### src/hdl/bmhpq_pkg.sv
// ----------------------------------------------------------------------------
// bmhpq_pkg
// Shared types and constants for the binary max-heap priority queue.
// ----------------------------------------------------------------------------
package bmhpq_pkg;

    localparam int CAPACITY_DEF = 64;

    localparam int FUNC_W = 2;
    localparam int PRIO_W = 16;
    localparam int KEY_W  = 16;
    localparam int POS_W  = 6;
    localparam int STAT_W = 2;
    localparam int HELD_W = 7;

    typedef enum logic [FUNC_W-1:0] {
        FN_ENQ = 2'd0,
        FN_DEQ = 2'd1,
        FN_CHG = 2'd2,
        FN_NOP = 2'd3
    } t_func;

    typedef enum logic [STAT_W-1:0] {
        ST_OK     = 2'd0,
        ST_FULL   = 2'd1,
        ST_EMPTY  = 2'd2,
        ST_BADPOS = 2'd3
    } t_status;

    typedef enum logic [3:0] {
        S_IDLE,
        S_DECODE,
        S_UP_RD,
        S_UP_CMP,
        S_DN_RD,
        S_DN_CMP,
        S_DQ_LD,
        S_CH_LD,
        S_FIN,
        S_DONE
    } t_state;

    // read address selection for the two memory read ports
    typedef enum logic [2:0] {
        RD_NONE,
        RD_DEQ,
        RD_POS,
        RD_PARENT,
        RD_CHILD
    } t_rd_sel;

    typedef struct packed {
        logic [PRIO_W-1:0] prio;
        logic [KEY_W-1:0]  key;
    } t_entry;

    typedef struct packed {
        logic    cap;
        logic    enq_init;
        t_rd_sel rd_sel;
        logic    dq_load;
        logic    ch_load;
        logic    up_move;
        logic    dn_move;
        logic    fin_write;
        logic    err;
        t_status err_code;
        logic    out_load;
    } t_cmd;

    typedef struct packed {
        t_func func;
        logic  full;
        logic  empty;
        logic  pos_bad;
        logic  at_root;
        logic  up_stop;
        logic  child_out;
        logic  dn_stop;
        logic  pr_rise;
        logic  pr_fall;
    } t_flags;

endpackage

### src/hdl/bmhpq_ctrl.sv
// ----------------------------------------------------------------------------
// bmhpq_ctrl
// Sequencer for enqueue, dequeue and change-priority with sift up/down loops.
// ----------------------------------------------------------------------------
module bmhpq_ctrl (
    input  logic              i_clk,
    input  logic              i_rst_n,
    input  logic              i_in_valid,
    output logic              o_in_stall,
    output logic              o_out_valid,
    input  logic              i_out_stall,
    input  bmhpq_pkg::t_flags i_flags,
    output bmhpq_pkg::t_cmd   o_cmd
);

    bmhpq_pkg::t_state r_state, n_state;
    logic              r_out_valid, n_out_valid;

    always_ff @(posedge i_clk) begin
        if (!i_rst_n) begin
            r_state     <= bmhpq_pkg::S_IDLE;
            r_out_valid <= 1'b0;
        end else begin
            r_state     <= n_state;
            r_out_valid <= n_out_valid;
        end
    end

    // next state
    always_comb begin
        n_state = r_state;
        unique case (r_state)
            bmhpq_pkg::S_IDLE: begin
                if (i_in_valid) n_state = bmhpq_pkg::S_DECODE;
            end
            bmhpq_pkg::S_DECODE: begin
                unique case (i_flags.func)
                    bmhpq_pkg::FN_ENQ: n_state = i_flags.full ? bmhpq_pkg::S_DONE
                                                              : bmhpq_pkg::S_UP_RD;
                    bmhpq_pkg::FN_DEQ: n_state = i_flags.empty ? bmhpq_pkg::S_DONE
                                                               : bmhpq_pkg::S_DQ_LD;
                    bmhpq_pkg::FN_CHG: n_state = i_flags.pos_bad ? bmhpq_pkg::S_DONE
                                                                 : bmhpq_pkg::S_CH_LD;
                    bmhpq_pkg::FN_NOP: n_state = bmhpq_pkg::S_DONE;
                    default:           n_state = bmhpq_pkg::S_DONE;
                endcase
            end
            bmhpq_pkg::S_UP_RD: begin
                n_state = i_flags.at_root ? bmhpq_pkg::S_FIN : bmhpq_pkg::S_UP_CMP;
            end
            bmhpq_pkg::S_UP_CMP: begin
                n_state = i_flags.up_stop ? bmhpq_pkg::S_FIN : bmhpq_pkg::S_UP_RD;
            end
            bmhpq_pkg::S_DN_RD: begin
                n_state = i_flags.child_out ? bmhpq_pkg::S_FIN : bmhpq_pkg::S_DN_CMP;
            end
            bmhpq_pkg::S_DN_CMP: begin
                n_state = i_flags.dn_stop ? bmhpq_pkg::S_FIN : bmhpq_pkg::S_DN_RD;
            end
            bmhpq_pkg::S_DQ_LD: n_state = bmhpq_pkg::S_DN_RD;
            bmhpq_pkg::S_CH_LD: begin
                priority if (i_flags.pr_rise) n_state = bmhpq_pkg::S_UP_RD;
                else if (i_flags.pr_fall)     n_state = bmhpq_pkg::S_DN_RD;
                else                          n_state = bmhpq_pkg::S_DONE;
            end
            bmhpq_pkg::S_FIN:  n_state = bmhpq_pkg::S_DONE;
            bmhpq_pkg::S_DONE: begin
                if (!r_out_valid || !i_out_stall) n_state = bmhpq_pkg::S_IDLE;
            end
            default: n_state = bmhpq_pkg::S_IDLE;
        endcase
    end

    // commands
    always_comb begin
        o_cmd          = '0;
        o_cmd.rd_sel   = bmhpq_pkg::RD_NONE;
        o_cmd.err_code = bmhpq_pkg::ST_OK;
        unique case (r_state)
            bmhpq_pkg::S_IDLE: o_cmd.cap = i_in_valid;
            bmhpq_pkg::S_DECODE: begin
                unique case (i_flags.func)
                    bmhpq_pkg::FN_ENQ: begin
                        if (i_flags.full) begin
                            o_cmd.err      = 1'b1;
                            o_cmd.err_code = bmhpq_pkg::ST_FULL;
                        end else begin
                            o_cmd.enq_init = 1'b1;
                        end
                    end
                    bmhpq_pkg::FN_DEQ: begin
                        if (i_flags.empty) begin
                            o_cmd.err      = 1'b1;
                            o_cmd.err_code = bmhpq_pkg::ST_EMPTY;
                        end else begin
                            o_cmd.rd_sel = bmhpq_pkg::RD_DEQ;
                        end
                    end
                    bmhpq_pkg::FN_CHG: begin
                        if (i_flags.pos_bad) begin
                            o_cmd.err      = 1'b1;
                            o_cmd.err_code = bmhpq_pkg::ST_BADPOS;
                        end else begin
                            o_cmd.rd_sel = bmhpq_pkg::RD_POS;
                        end
                    end
                    bmhpq_pkg::FN_NOP: o_cmd.err = 1'b0;
                    default:           o_cmd.err = 1'b0;
                endcase
            end
            bmhpq_pkg::S_UP_RD: begin
                if (!i_flags.at_root) o_cmd.rd_sel = bmhpq_pkg::RD_PARENT;
            end
            bmhpq_pkg::S_UP_CMP: o_cmd.up_move = !i_flags.up_stop;
            bmhpq_pkg::S_DN_RD: begin
                if (!i_flags.child_out) o_cmd.rd_sel = bmhpq_pkg::RD_CHILD;
            end
            bmhpq_pkg::S_DN_CMP: o_cmd.dn_move   = !i_flags.dn_stop;
            bmhpq_pkg::S_DQ_LD:  o_cmd.dq_load   = 1'b1;
            bmhpq_pkg::S_CH_LD:  o_cmd.ch_load   = 1'b1;
            bmhpq_pkg::S_FIN:    o_cmd.fin_write = 1'b1;
            bmhpq_pkg::S_DONE:   o_cmd.out_load  = !r_out_valid || !i_out_stall;
            default:             o_cmd.cap       = 1'b0;
        endcase
    end

    always_comb begin
        n_out_valid = r_out_valid;
        if (o_cmd.out_load)    n_out_valid = 1'b1;
        else if (!i_out_stall) n_out_valid = 1'b0;
    end

    assign o_in_stall  = (r_state != bmhpq_pkg::S_IDLE);
    assign o_out_valid = r_out_valid;

endmodule

### src/hdl/bmhpq_dp.sv
// ----------------------------------------------------------------------------
// bmhpq_dp
// Heap memory, moving-entry registers, index arithmetic and result registers.
// ----------------------------------------------------------------------------
module bmhpq_dp #(
    parameter int CAPACITY = bmhpq_pkg::CAPACITY_DEF
) (
    input  logic                         i_clk,
    input  logic                         i_rst_n,
    input  bmhpq_pkg::t_cmd              i_cmd,
    output bmhpq_pkg::t_flags            o_flags,
    input  logic [bmhpq_pkg::FUNC_W-1:0] i_func,
    input  logic [bmhpq_pkg::PRIO_W-1:0] i_priority_in,
    input  logic [bmhpq_pkg::KEY_W-1:0]  i_key_in,
    input  logic [bmhpq_pkg::POS_W-1:0]  i_position,
    output logic [bmhpq_pkg::KEY_W-1:0]  o_key_out,
    output logic [bmhpq_pkg::PRIO_W-1:0] o_priority_out,
    output logic [bmhpq_pkg::STAT_W-1:0] o_status,
    output logic [bmhpq_pkg::HELD_W-1:0] o_entries_held
);

    localparam int AW  = $clog2(CAPACITY);
    localparam int CW  = $clog2(CAPACITY + 1);
    localparam int CIW = AW + 2;
    localparam int PCW = (CW > bmhpq_pkg::POS_W) ? CW : bmhpq_pkg::POS_W;

    bmhpq_pkg::t_entry r_mem [CAPACITY];
    bmhpq_pkg::t_entry r_rd_a, r_rd_b;

    logic [CW-1:0]  r_cnt;
    logic [AW-1:0]  r_at;
    logic [bmhpq_pkg::PRIO_W-1:0] r_pr, r_in_prio;
    logic [bmhpq_pkg::KEY_W-1:0]  r_ky, r_in_key;
    logic [bmhpq_pkg::POS_W-1:0]  r_pos;
    bmhpq_pkg::t_func   r_func;

    logic [bmhpq_pkg::KEY_W-1:0]  r_res_key, r_o_key;
    logic [bmhpq_pkg::PRIO_W-1:0] r_res_pr, r_o_pr;
    bmhpq_pkg::t_status           r_res_st, r_o_st;
    logic [bmhpq_pkg::HELD_W-1:0] r_o_held;

    logic [AW-1:0]  w_at_m1, w_parent, w_last, w_sel_idx;
    logic [CIW-1:0] w_child, w_child1, w_cnt_x;
    logic           w_right_take;
    bmhpq_pkg::t_entry w_sel;

    logic [AW-1:0]     w_addr_a, w_addr_b, w_wr_addr;
    logic              w_wr_en;
    bmhpq_pkg::t_entry w_wr_data;

    // index arithmetic
    assign w_at_m1   = r_at - 1'b1;
    assign w_parent  = AW'(w_at_m1 >> 1);
    assign w_last    = AW'(r_cnt - 1'b1);
    assign w_child   = {1'b0, r_at, 1'b1};
    assign w_child1  = w_child + 1'b1;
    assign w_cnt_x   = CIW'(r_cnt);

    // right child wins only if strictly larger
    assign w_right_take = (w_child1 < w_cnt_x) && (r_rd_a.prio < r_rd_b.prio);
    assign w_sel        = w_right_take ? r_rd_b : r_rd_a;
    assign w_sel_idx    = w_right_take ? w_child1[AW-1:0] : w_child[AW-1:0];

    always_comb begin
        w_addr_a = '0;
        w_addr_b = '0;
        unique case (i_cmd.rd_sel)
            bmhpq_pkg::RD_NONE:   w_addr_a = '0;
            bmhpq_pkg::RD_DEQ:    w_addr_b = w_last;
            bmhpq_pkg::RD_POS:    w_addr_a = AW'(r_pos);
            bmhpq_pkg::RD_PARENT: w_addr_a = w_parent;
            bmhpq_pkg::RD_CHILD: begin
                w_addr_a = w_child[AW-1:0];
                w_addr_b = w_child1[AW-1:0];
            end
            default:              w_addr_a = '0;
        endcase
    end

    always_comb begin
        w_wr_en   = i_cmd.up_move || i_cmd.dn_move || i_cmd.fin_write;
        w_wr_addr = r_at;
        priority if (i_cmd.up_move) w_wr_data = r_rd_a;
        else if (i_cmd.dn_move)     w_wr_data = w_sel;
        else                        w_wr_data = '{prio: r_pr, key: r_ky};
    end

    // heap memory: one write port, two registered read ports
    always_ff @(posedge i_clk) begin
        if (w_wr_en) r_mem[w_wr_addr] <= w_wr_data;
        r_rd_a <= r_mem[w_addr_a];
        r_rd_b <= r_mem[w_addr_b];
    end

    always_ff @(posedge i_clk) begin
        if (!i_rst_n) begin
            r_cnt <= '0;
        end else if (i_cmd.enq_init) begin
            r_cnt <= r_cnt + 1'b1;
        end else if (i_cmd.dq_load) begin
            r_cnt <= r_cnt - 1'b1;
        end
    end

    always_ff @(posedge i_clk) begin
        if (i_cmd.cap) begin
            r_func    <= bmhpq_pkg::t_func'(i_func);
            r_in_prio <= i_priority_in;
            r_in_key  <= i_key_in;
            r_pos     <= i_position;
            r_res_key <= '0;
            r_res_pr  <= '0;
            r_res_st  <= bmhpq_pkg::ST_OK;
        end
        if (i_cmd.err) r_res_st <= i_cmd.err_code;
        if (i_cmd.enq_init) begin
            r_at <= AW'(r_cnt);
            r_pr <= r_in_prio;
            r_ky <= r_in_key;
        end
        if (i_cmd.dq_load) begin
            r_res_key <= r_rd_a.key;
            r_res_pr  <= r_rd_a.prio;
            r_pr      <= r_rd_b.prio;
            r_ky      <= r_rd_b.key;
            r_at      <= '0;
        end
        if (i_cmd.ch_load) begin
            r_pr <= r_in_prio;
            r_ky <= r_rd_a.key;
            r_at <= AW'(r_pos);
        end
        if (i_cmd.up_move) r_at <= w_parent;
        if (i_cmd.dn_move) r_at <= w_sel_idx;
        if (i_cmd.out_load) begin
            r_o_key  <= r_res_key;
            r_o_pr   <= r_res_pr;
            r_o_st   <= r_res_st;
            r_o_held <= bmhpq_pkg::HELD_W'(r_cnt);
        end
    end

    always_comb begin
        o_flags.func      = r_func;
        o_flags.full      = (r_cnt == CW'(CAPACITY));
        o_flags.empty     = (r_cnt == '0);
        o_flags.pos_bad   = (PCW'(r_pos) >= PCW'(r_cnt));
        o_flags.at_root   = (r_at == '0);
        o_flags.up_stop   = (r_rd_a.prio >= r_pr);
        o_flags.child_out = (w_child >= w_cnt_x);
        o_flags.dn_stop   = (r_pr >= w_sel.prio);
        o_flags.pr_rise   = (r_in_prio > r_rd_a.prio);
        o_flags.pr_fall   = (r_in_prio < r_rd_a.prio);
    end

    assign o_key_out      = r_o_key;
    assign o_priority_out = r_o_pr;
    assign o_status       = r_o_st;
    assign o_entries_held = r_o_held;

endmodule

### src/hdl/binary_max_heap_priority_queue.sv
// ----------------------------------------------------------------------------
// binary_max_heap_priority_queue
// Max-heap of (priority, key) entries with enqueue, dequeue and change.
// ----------------------------------------------------------------------------
//  channel   dir  handshake                 payload
//  request   in   i_in_valid / o_in_stall   i_func i_priority_in i_key_in i_position
//  result    out  o_out_valid / i_out_stall o_key_out o_priority_out o_status
//                                            o_entries_held
//
//  One request at a time: accept, decode, a load step for dequeue and change,
//  a registered memory read and then a compare and write per heap level
//  compared, a read where a walk reaches the root or a leaf, one final write,
//  and a load of the result register. Refused and no-op requests go from
//  decode straight to the result load, a same-priority change after its load.
//  Synchronous active-low reset empties the heap; slot contents are not cleared.
//  A stalled result waits in the output register; the next request is taken
//  once it has moved there.
// ----------------------------------------------------------------------------
module binary_max_heap_priority_queue #(
    parameter int CAPACITY = bmhpq_pkg::CAPACITY_DEF
) (
    input  logic                         i_clk,
    input  logic                         i_rst_n,
    input  logic                         i_in_valid,
    output logic                         o_in_stall,
    input  logic [bmhpq_pkg::FUNC_W-1:0] i_func,
    input  logic [bmhpq_pkg::PRIO_W-1:0] i_priority_in,
    input  logic [bmhpq_pkg::KEY_W-1:0]  i_key_in,
    input  logic [bmhpq_pkg::POS_W-1:0]  i_position,
    output logic                         o_out_valid,
    input  logic                         i_out_stall,
    output logic [bmhpq_pkg::KEY_W-1:0]  o_key_out,
    output logic [bmhpq_pkg::PRIO_W-1:0] o_priority_out,
    output logic [bmhpq_pkg::STAT_W-1:0] o_status,
    output logic [bmhpq_pkg::HELD_W-1:0] o_entries_held
);

    bmhpq_pkg::t_cmd   w_cmd;
    bmhpq_pkg::t_flags w_flags;

    bmhpq_ctrl u_ctrl (
        .i_clk       (i_clk),
        .i_rst_n     (i_rst_n),
        .i_in_valid  (i_in_valid),
        .o_in_stall  (o_in_stall),
        .o_out_valid (o_out_valid),
        .i_out_stall (i_out_stall),
        .i_flags     (w_flags),
        .o_cmd       (w_cmd)
    );

    bmhpq_dp #(
        .CAPACITY (CAPACITY)
    ) u_dp (
        .i_clk          (i_clk),
        .i_rst_n        (i_rst_n),
        .i_cmd          (w_cmd),
        .o_flags        (w_flags),
        .i_func         (i_func),
        .i_priority_in  (i_priority_in),
        .i_key_in       (i_key_in),
        .i_position     (i_position),
        .o_key_out      (o_key_out),
        .o_priority_out (o_priority_out),
        .o_status       (o_status),
        .o_entries_held (o_entries_held)
    );

    // a taken request blocks the next one until its result is out
    a_one_at_a_time: assert property (@(posedge i_clk) disable iff (!i_rst_n)
        (i_in_valid && !o_in_stall) |=> o_in_stall)
        else $error("request accepted while another is in progress");

    a_full_count: assert property (@(posedge i_clk) disable iff (!i_rst_n)
        (o_out_valid && o_status == bmhpq_pkg::ST_FULL)
            |-> (o_entries_held == bmhpq_pkg::HELD_W'(CAPACITY)))
        else $error("full status with heap not full");

    a_empty_zero: assert property (@(posedge i_clk) disable iff (!i_rst_n)
        (o_out_valid && o_status == bmhpq_pkg::ST_EMPTY)
            |-> (o_entries_held == '0 && o_key_out == '0 && o_priority_out == '0))
        else $error("empty status with nonzero result");

    a_cmd_exclusive: assert property (@(posedge i_clk) disable iff (!i_rst_n)
        $onehot0({w_cmd.up_move, w_cmd.dn_move, w_cmd.fin_write,
                  w_cmd.enq_init, w_cmd.dq_load}))
        else $error("conflicting datapath commands");

endmodule

### config.mk
export PLATFORM = sky130hd
export DESIGN_NAME = binary_max_heap_priority_queue
export DESIGN_NICKNAME = d
export VERILOG_FILES = /design/src/hdl/bmhpq_pkg.sv /design/src/hdl/bmhpq_ctrl.sv /design/src/hdl/bmhpq_dp.sv /design/src/hdl/binary_max_heap_priority_queue.sv
export SDC_FILE = /design/constraint.sdc
export NUM_CORES = 2
export LEC_CHECK = 0
export BUFFER_PORTS_ARGS = -buffer_cell sky130_fd_sc_hd__clkbuf_2
export CORE_MARGIN = 3
export CORE_UTILIZATION = 40
export CTS_CLUSTER_SIZE = 14
export DETAILED_ROUTE_END_ITERATION = 8
export PLACE_DENSITY = 0.51
export SLEW_MARGIN = 20
export SYNTH_ARGS = -nofsm -noshare
export SYNTH_HDL_FRONTEND = slang
export SYNTH_SLANG_ARGS = --single-unit
export TNS_END_PERCENT = 50
### constraint.sdc
create_clock -name i_clk -period 17.8 [get_ports i_clk]
set_input_delay 4.45 -clock i_clk [delete_from_list [all_inputs] [get_ports i_clk]]
set_output_delay 4.45 -clock i_clk [all_outputs]
set_load 0.03 [all_outputs]
# ---- Yosys cells after proc, flatten, opt, wreduce, memory -nomap -nowiden
# Memory sizes are Yosys's and may differ from the RTL's. A register that Yosys moved wholly into a read port is not among the register bits.
# Cells that the tools add are included.
dict set report totals {
  register_bits 165
  mem_bits_rw 2048
  out_inout_bits 43
  elab_cells 132
  mem_count 1
}
dict set report op_classes {
  n_addsub 4
  magnitude_cmp 8
  n_eq_ne 20
  n_mux 63
  reduce_logical 19
}
# memory depth word_bits rd rd_ports_with_merged_regs write_ports line_no
set memory_table {}
lappend memory_table {u_dp.r_mem 64 32 2 2 1 bmhpq_dp.sv:27} ;# bmhpq_pkg::t_entry r_mem [CAPACITY];
# cell n
set op_table {}
lappend op_table {{$mux 16} 9}
lappend op_table {{$mux 32} 3}
lappend op_table {{$mux 4} 11}
lappend op_table {{$pmux 4 s10} 1}
lappend op_table {{$mux 6} 6}
lappend op_table {{$ge 16x16->1} 2}
lappend op_table {{$lt 16x16->1} 2}
lappend op_table {{$pmux 6 s3} 1}
lappend op_table {{$eq 4x3->1 const B} 4}
lappend op_table {{$gt 16x16->1} 1}
lappend op_table {{$pmux 4 s4} 1}
lappend op_table {{$mux 1} 15}
lappend op_table {{$mux 3} 5}
lappend op_table {{$mux 7} 2}
lappend op_table {{$pmux 6 s2} 1}
lappend op_table {{$pmux 3 s3} 1}
lappend op_table {{$add 7x1->8 const B} 1}
lappend op_table {{$eq 4x2->1 const B} 2}
lappend op_table {{$eq 4x4->1 const B} 2}
lappend op_table {{$lt 8x7->1} 1}
lappend op_table {{$mux 2} 4}
lappend op_table {{$add 7x1->7 const B} 1}
lappend op_table {{$eq 7x7->1 const B} 1}
lappend op_table {{$ge 6x7->1} 1}
lappend op_table {{26 further kinds} 36}

# ---- Depth between registers and ports, before layout
dict set report depth {
  ltp_word 11
  ltp_mapped 28
  ltp_nobuf 22
}

# ---- Cells and area by module
# A second synthesis with hierarchy kept.
dict set report unflattened {
  cells_unflattened 8064
  hier_area_um2 107932.3
}
# module n_inst cells_per_inst area_per_inst_um2
set modules_own_cells {}
lappend modules_own_cells {bmhpq_dp 1 7972 107295.4}
lappend modules_own_cells {bmhpq_ctrl 1 92 636.9}

# ---- Worst setup path before layout
# OpenSTA, ideal clock, no wires.
dict set report synth_timing {
  kind {register to register}
  start {reg u_dp.r_at[2]}
  end {mem u_dp.r_mem[1][0] (netlist bit) (enable)}
  setup_ps 461
  arrival_time_ps 7343
  path_slack_ps 9996
  path_stages_with_launch 29
  path_cell_list {edfxtp_1 > clkbuf_1 > clkbuf_1 > nand3_1 > clkbuf_1 > nor2_1 > xor2_1 > ha_1 > a211oi_1 > o211ai_1 > a31oi_1 > o21a_1 > clkbuf_1 > clkbuf_1 > nor2_1 > a21oi_1 > ha_1 > a21oi_1 > nor2b_1 > o21ai_0 > nand2b_1 > or4_1 > a21oi_1 > o31a_1 > and2_1 > nor3b_1 > clkbuf_1 > clkbuf_1 > nor3_1}
}
dict set report synth_between {
  elab_chain_cells 11
}
# item line_no
set synth_rtl {}
lappend synth_rtl {{start, declared} bmhpq_dp.sv:31} ;# logic [AW-1:0] r_at;
lappend synth_rtl {{start signal, assigned} bmhpq_dp.sv:117} ;# r_at <= AW'(r_cnt);
lappend synth_rtl {{start signal, assigned} bmhpq_dp.sv:131} ;# r_at <= AW'(r_pos);
lappend synth_rtl {{start signal, assigned} bmhpq_dp.sv:133} ;# if (i_cmd.up_move) r_at <= w_parent;
lappend synth_rtl {{$add 7x1->8} bmhpq_dp.sv:56} ;# assign w_child1 = w_child + 1'b1;
lappend synth_rtl {{$lt 8x7->1} bmhpq_dp.sv:60} ;# assign w_right_take = (w_child1 < w_cnt_x) && (r_rd_a.prio < r_rd_b.prio);
lappend synth_rtl {{$logic_and 1x1->1} bmhpq_dp.sv:60}
lappend synth_rtl {{$mux 32} bmhpq_dp.sv:61} ;# assign w_sel = w_right_take ? r_rd_b : r_rd_a;
lappend synth_rtl {{$ge 16x16->1} bmhpq_dp.sv:151} ;# o_flags.dn_stop = (r_pr >= w_sel.prio);
lappend synth_rtl {{$logic_not 1->1} bmhpq_ctrl.sv:118} ;# bmhpq_pkg::S_DN_CMP: o_cmd.dn_move = !i_flags.dn_stop;
lappend synth_rtl {{$mux 1} bmhpq_ctrl.sv:79} ;# unique case (r_state)
lappend synth_rtl {{$logic_or 1x1->1 (2 in a row)} bmhpq_dp.sv:81} ;# w_wr_en = i_cmd.up_move || i_cmd.dn_move || i_cmd.fin_write;
lappend synth_rtl {{$mux 1} bmhpq_dp.sv:90} ;# if (w_wr_en) r_mem[w_wr_addr] <= w_wr_data;
lappend synth_rtl {{$mux 1 (not written as such)} bmhpq_dp.sv:90}
lappend synth_rtl {{end, declared} bmhpq_dp.sv:27}
# Parallel ways exist; a longest one is shown, timed or not.

# ---- Final worst setup path
dict set report layout_timing {
  start {reg u_dp.r_at[0]}
  end {mem u_dp.r_mem[61][11] (netlist bit) (enable)}
}
# Same word-level chain as after synthesis.

==> results.yml <==
global_routing:
  grt_pass1_vias: 61447
  grt_usage_pct: 25.8
  grt_antenna_before_repair: 33
  grt_max_degree: 108
  grt_pass1_wl_um: 492000
  grt-ovfl-total: 0
clocking:
  path_clk_slew_ns: 0.06
  clockBufferDepth: 3
  cts_tree: "built"
  cts_resized: 0
  cts-root-buf: "clkbuf_16"
  clk_latency_ns: 0.89
  cts.hold.buffers_added: 0
  post_cts_buffers: 0
  cts_sinks: 2277
  htree_levels: 4
  cts_buffers: 240
run:
  drv_cap: 0
drt:
  drtPass1Iterations: 6
  via_per_inst: 6.41
  drcViolationCount: 0
  wire_per_inst_um: 36.5
  wl_um: 350000
  antenna_left: 0
  vias: 61621
  drtIter0Drc: 8089
synth:
  synth_top_area_cell: "edfxtp_1"
  synth_flop_cell: "edfxtp_1"
  synthCells: 5752
  synth.avg_cell_area_um2: 18.2
  synth-async-reset-ratio_pct: 0
  synthesis.area_mm2: 0.105
  yosys_warnings: 0
  yosysSeqAreaShare_pct: 64.6
  synth_edf_count: 2201
  synth_top_area_share_pct: 63.2
  synth.top_cells.by_area: "edfxtp_1, mux4_2, nand2_1, dfxtp_1, ha_1"
  yosysUniqueCellTypes: 77
  synth_nets: 5888
  ys_ff_latch: 2277
sta:
  layout_setup_ws_ns: 9.74
  final.setup.tns_ns: 0
  grt_setup_unrepaired: "false"
  slew_violations: 0
  slew_headroom_pct: 24.5
  clock.fmax_mhz: 124
  fin_crit_sh_pct: 45.3
  clock_skew_ns: 0.0319
  hold_violations: 0
  setup_viol: 0
  min_period_ns: 8.06
  worst_slew_pin_slew_ns: 1.12
finish:
  layout.cells.non_filler: 9611
  most-common-layout-cells: "edfxtp_1, mux4_2, nand2_1"
  drive_above_1_share_pct: 30.4
  final_common_cell: "edfxtp_1"
  multiInputGateArea_mm2: 0.0357
  seqCellArea_mm2: 0.0676
  area_delta_synth_final_pct: 13.2
  num-nets-final: 6034
  final.fill_count: 22038
worst_setup_path:
  start_kind: "flop"
  worstPathArrival_ns: 8.56
  cp_max_fo: 33
  cp.required_ns: 18.30
  end_kind: "flop"
  reg2reg_depth: 26
  worstSetupPathType: "reg2reg"
floorplanning:
  dieWidth_um: 518
  ios: 87
  row_count: 187
  core_mm2: 0.260
  start_util_pct: 40.3
  die_h_um: 518
  dieArea_mm2: 0.268
pwr:
  peakVddDrop_mv: 0.0947
  power_density_mw_per_mm2: 114
  p_leak_nw: 37.3
placed_design:
  io_buffers: 86
  dp_hpwl_um: 222000
  placed_cells: 9152
  place_ws_ns: 9.70
  place_congestion: 0.891
worst_hold_path:
  min_path_cells: 0
  hold_path.class: "reg2reg"
status:
  status: "finished, final reports clean"
[metal layers]
layer	vias up	GRT usage [%]	share of wire [%]
met5	-	0	0.010
met4	6	6.25	2.5
met3	491	5.98	9.7
met2	3189	39.8	46
met1	33342	37.4	42
li1	24593	-	-
[where the power goes]
part	internal [mW]	switching (mW)	total, mW
logic	0.640	1.32	1.96
registers	6.20	0.157	6.36
clock network	2.99	2.15	5.14
[cells in the mapped netlist, drive strengths merged (5+ instances only)]
cell type,count
nand3,126
ha,92
a221oi,88
nand2,464
o21ai,75
or4,5
nor2b,10
mux2,5
a21o,22
buf,188
and3,7
a221o,14
a31oi,21
nor3,91
or3,38
a22o,26
mux4,996
inv,67
o22ai,45
mux2i,114
clkbuf,245
and2,28
nor2,136
o41ai,9
nand2b,27
dfxtp,76
xor2,6
or2,6
xnor2,15
a211oi,10
edfxtp,2201
o211ai,7
a21oi,201
o221ai,20
a32oi,27
nand4,40
a22oi,124
o32ai,5
o21a,10
o221a,16
[flip-flops by register name (all words and copies together), names as in the netlist, 4 cells and up]
register and count:
u_ctrl.r_state 4, u_dp.o_entries_held 7, u_dp.o_key_out 16, u_dp.o_priority_out 16, u_dp.r_at 6, u_dp.r_cnt 7
u_dp.r_in_key 16, u_dp.r_in_prio 16, u_dp.r_ky 16, u_dp.r_mem 2048, u_dp.r_pos 6, u_dp.r_pr 16
u_dp.r_rd_a 32, u_dp.r_rd_b 32, u_dp.r_res_key 16, u_dp.r_res_pr 16
[stage by stage]
step           area [um2]  util [%]  power (mW)  hold WS [ns]
6_report           118000      45.6        13.5         0.414
3_5_place_dp       110000      42.5        8.41         0.405
3_3_place_gp       110000      42.4        8.40         0.401
5_1_grt            118000      45.6        13.9         0.425
4_1_cts            118000      45.5        13.5         0.417
2_1_floorplan      105000         -        7.55         0.400
[worst max-delay path, stage by stage, from the launching register on]
cell      delay, ns
edfxtp_1       0.57
clkinv_1       0.42
ha_1           0.48
ha_1           0.30
o21a_1         0.11
o21a_1         0.17
o21ai_0        0.14
nand2b_1       0.10
a31oi_1        0.26
o21a_1         0.74
buf_4          0.33
nand2_1        0.07
o21ai_0        0.08
ha_1           0.24
nand2b_1       0.15
a21o_1         0.18
a21o_1         0.17
a21o_1         0.17
a21o_1         0.22
a21oi_1        0.17
o31a_1         0.22
and2_1         0.55
nor3b_2        0.10
buf_4          0.35
buf_4          0.39
nor3_2         0.23
buf_4          0.67
[final cells by class]
cell class              count  share of cell area [%]
diodes                      8                  0.0169
clock buffers             305                    5.46
clock inverters           146                    1.32
inverters                  68                   0.215
multi-input cells        2974                    30.1
flip-flops and latches   2277                    57.1
well taps                3496                    3.69
repair buffers            337                    2.09
[cell families (layout without fill, tap and decap cells)]
| kind of cell | Yosys count | count (layout) | share of synthesized area (%) |
|---|---|---|---|
| AOI/OAI and AO/OA | 749 | 749 | 5.03 |
| xor gates and xnor gates | 21 | 21 | 0.176 |
| adders and majority gates | 92 | 92 | 1.10 |
| buffers and inverters | 501 | 856 | 2.18 |
| DFF | 2277 | 2277 | 64.6 |
| muxes | 1115 | 1115 | 22.6 |
| other | 0 | 8 | 0 |
| and+or+nand+nor | 997 | 997 | 4.33 |
[final timing paths]
kind / from / to / slack [ns]
setup / recovery: u_dp.r_at[0] / u_dp.r_mem[61][11] / 9.74
hold / removal: u_dp.r_res_pr[15] / u_dp.o_priority_out[15] / 0.41
setup reg to reg: u_dp.r_at[0] / u_dp.r_mem[61][11] / 9.74
hold reg to reg: u_dp.r_res_pr[15] / u_dp.o_priority_out[15] / 0.41
No activity file was read; power rests on OpenSTA's default activity.
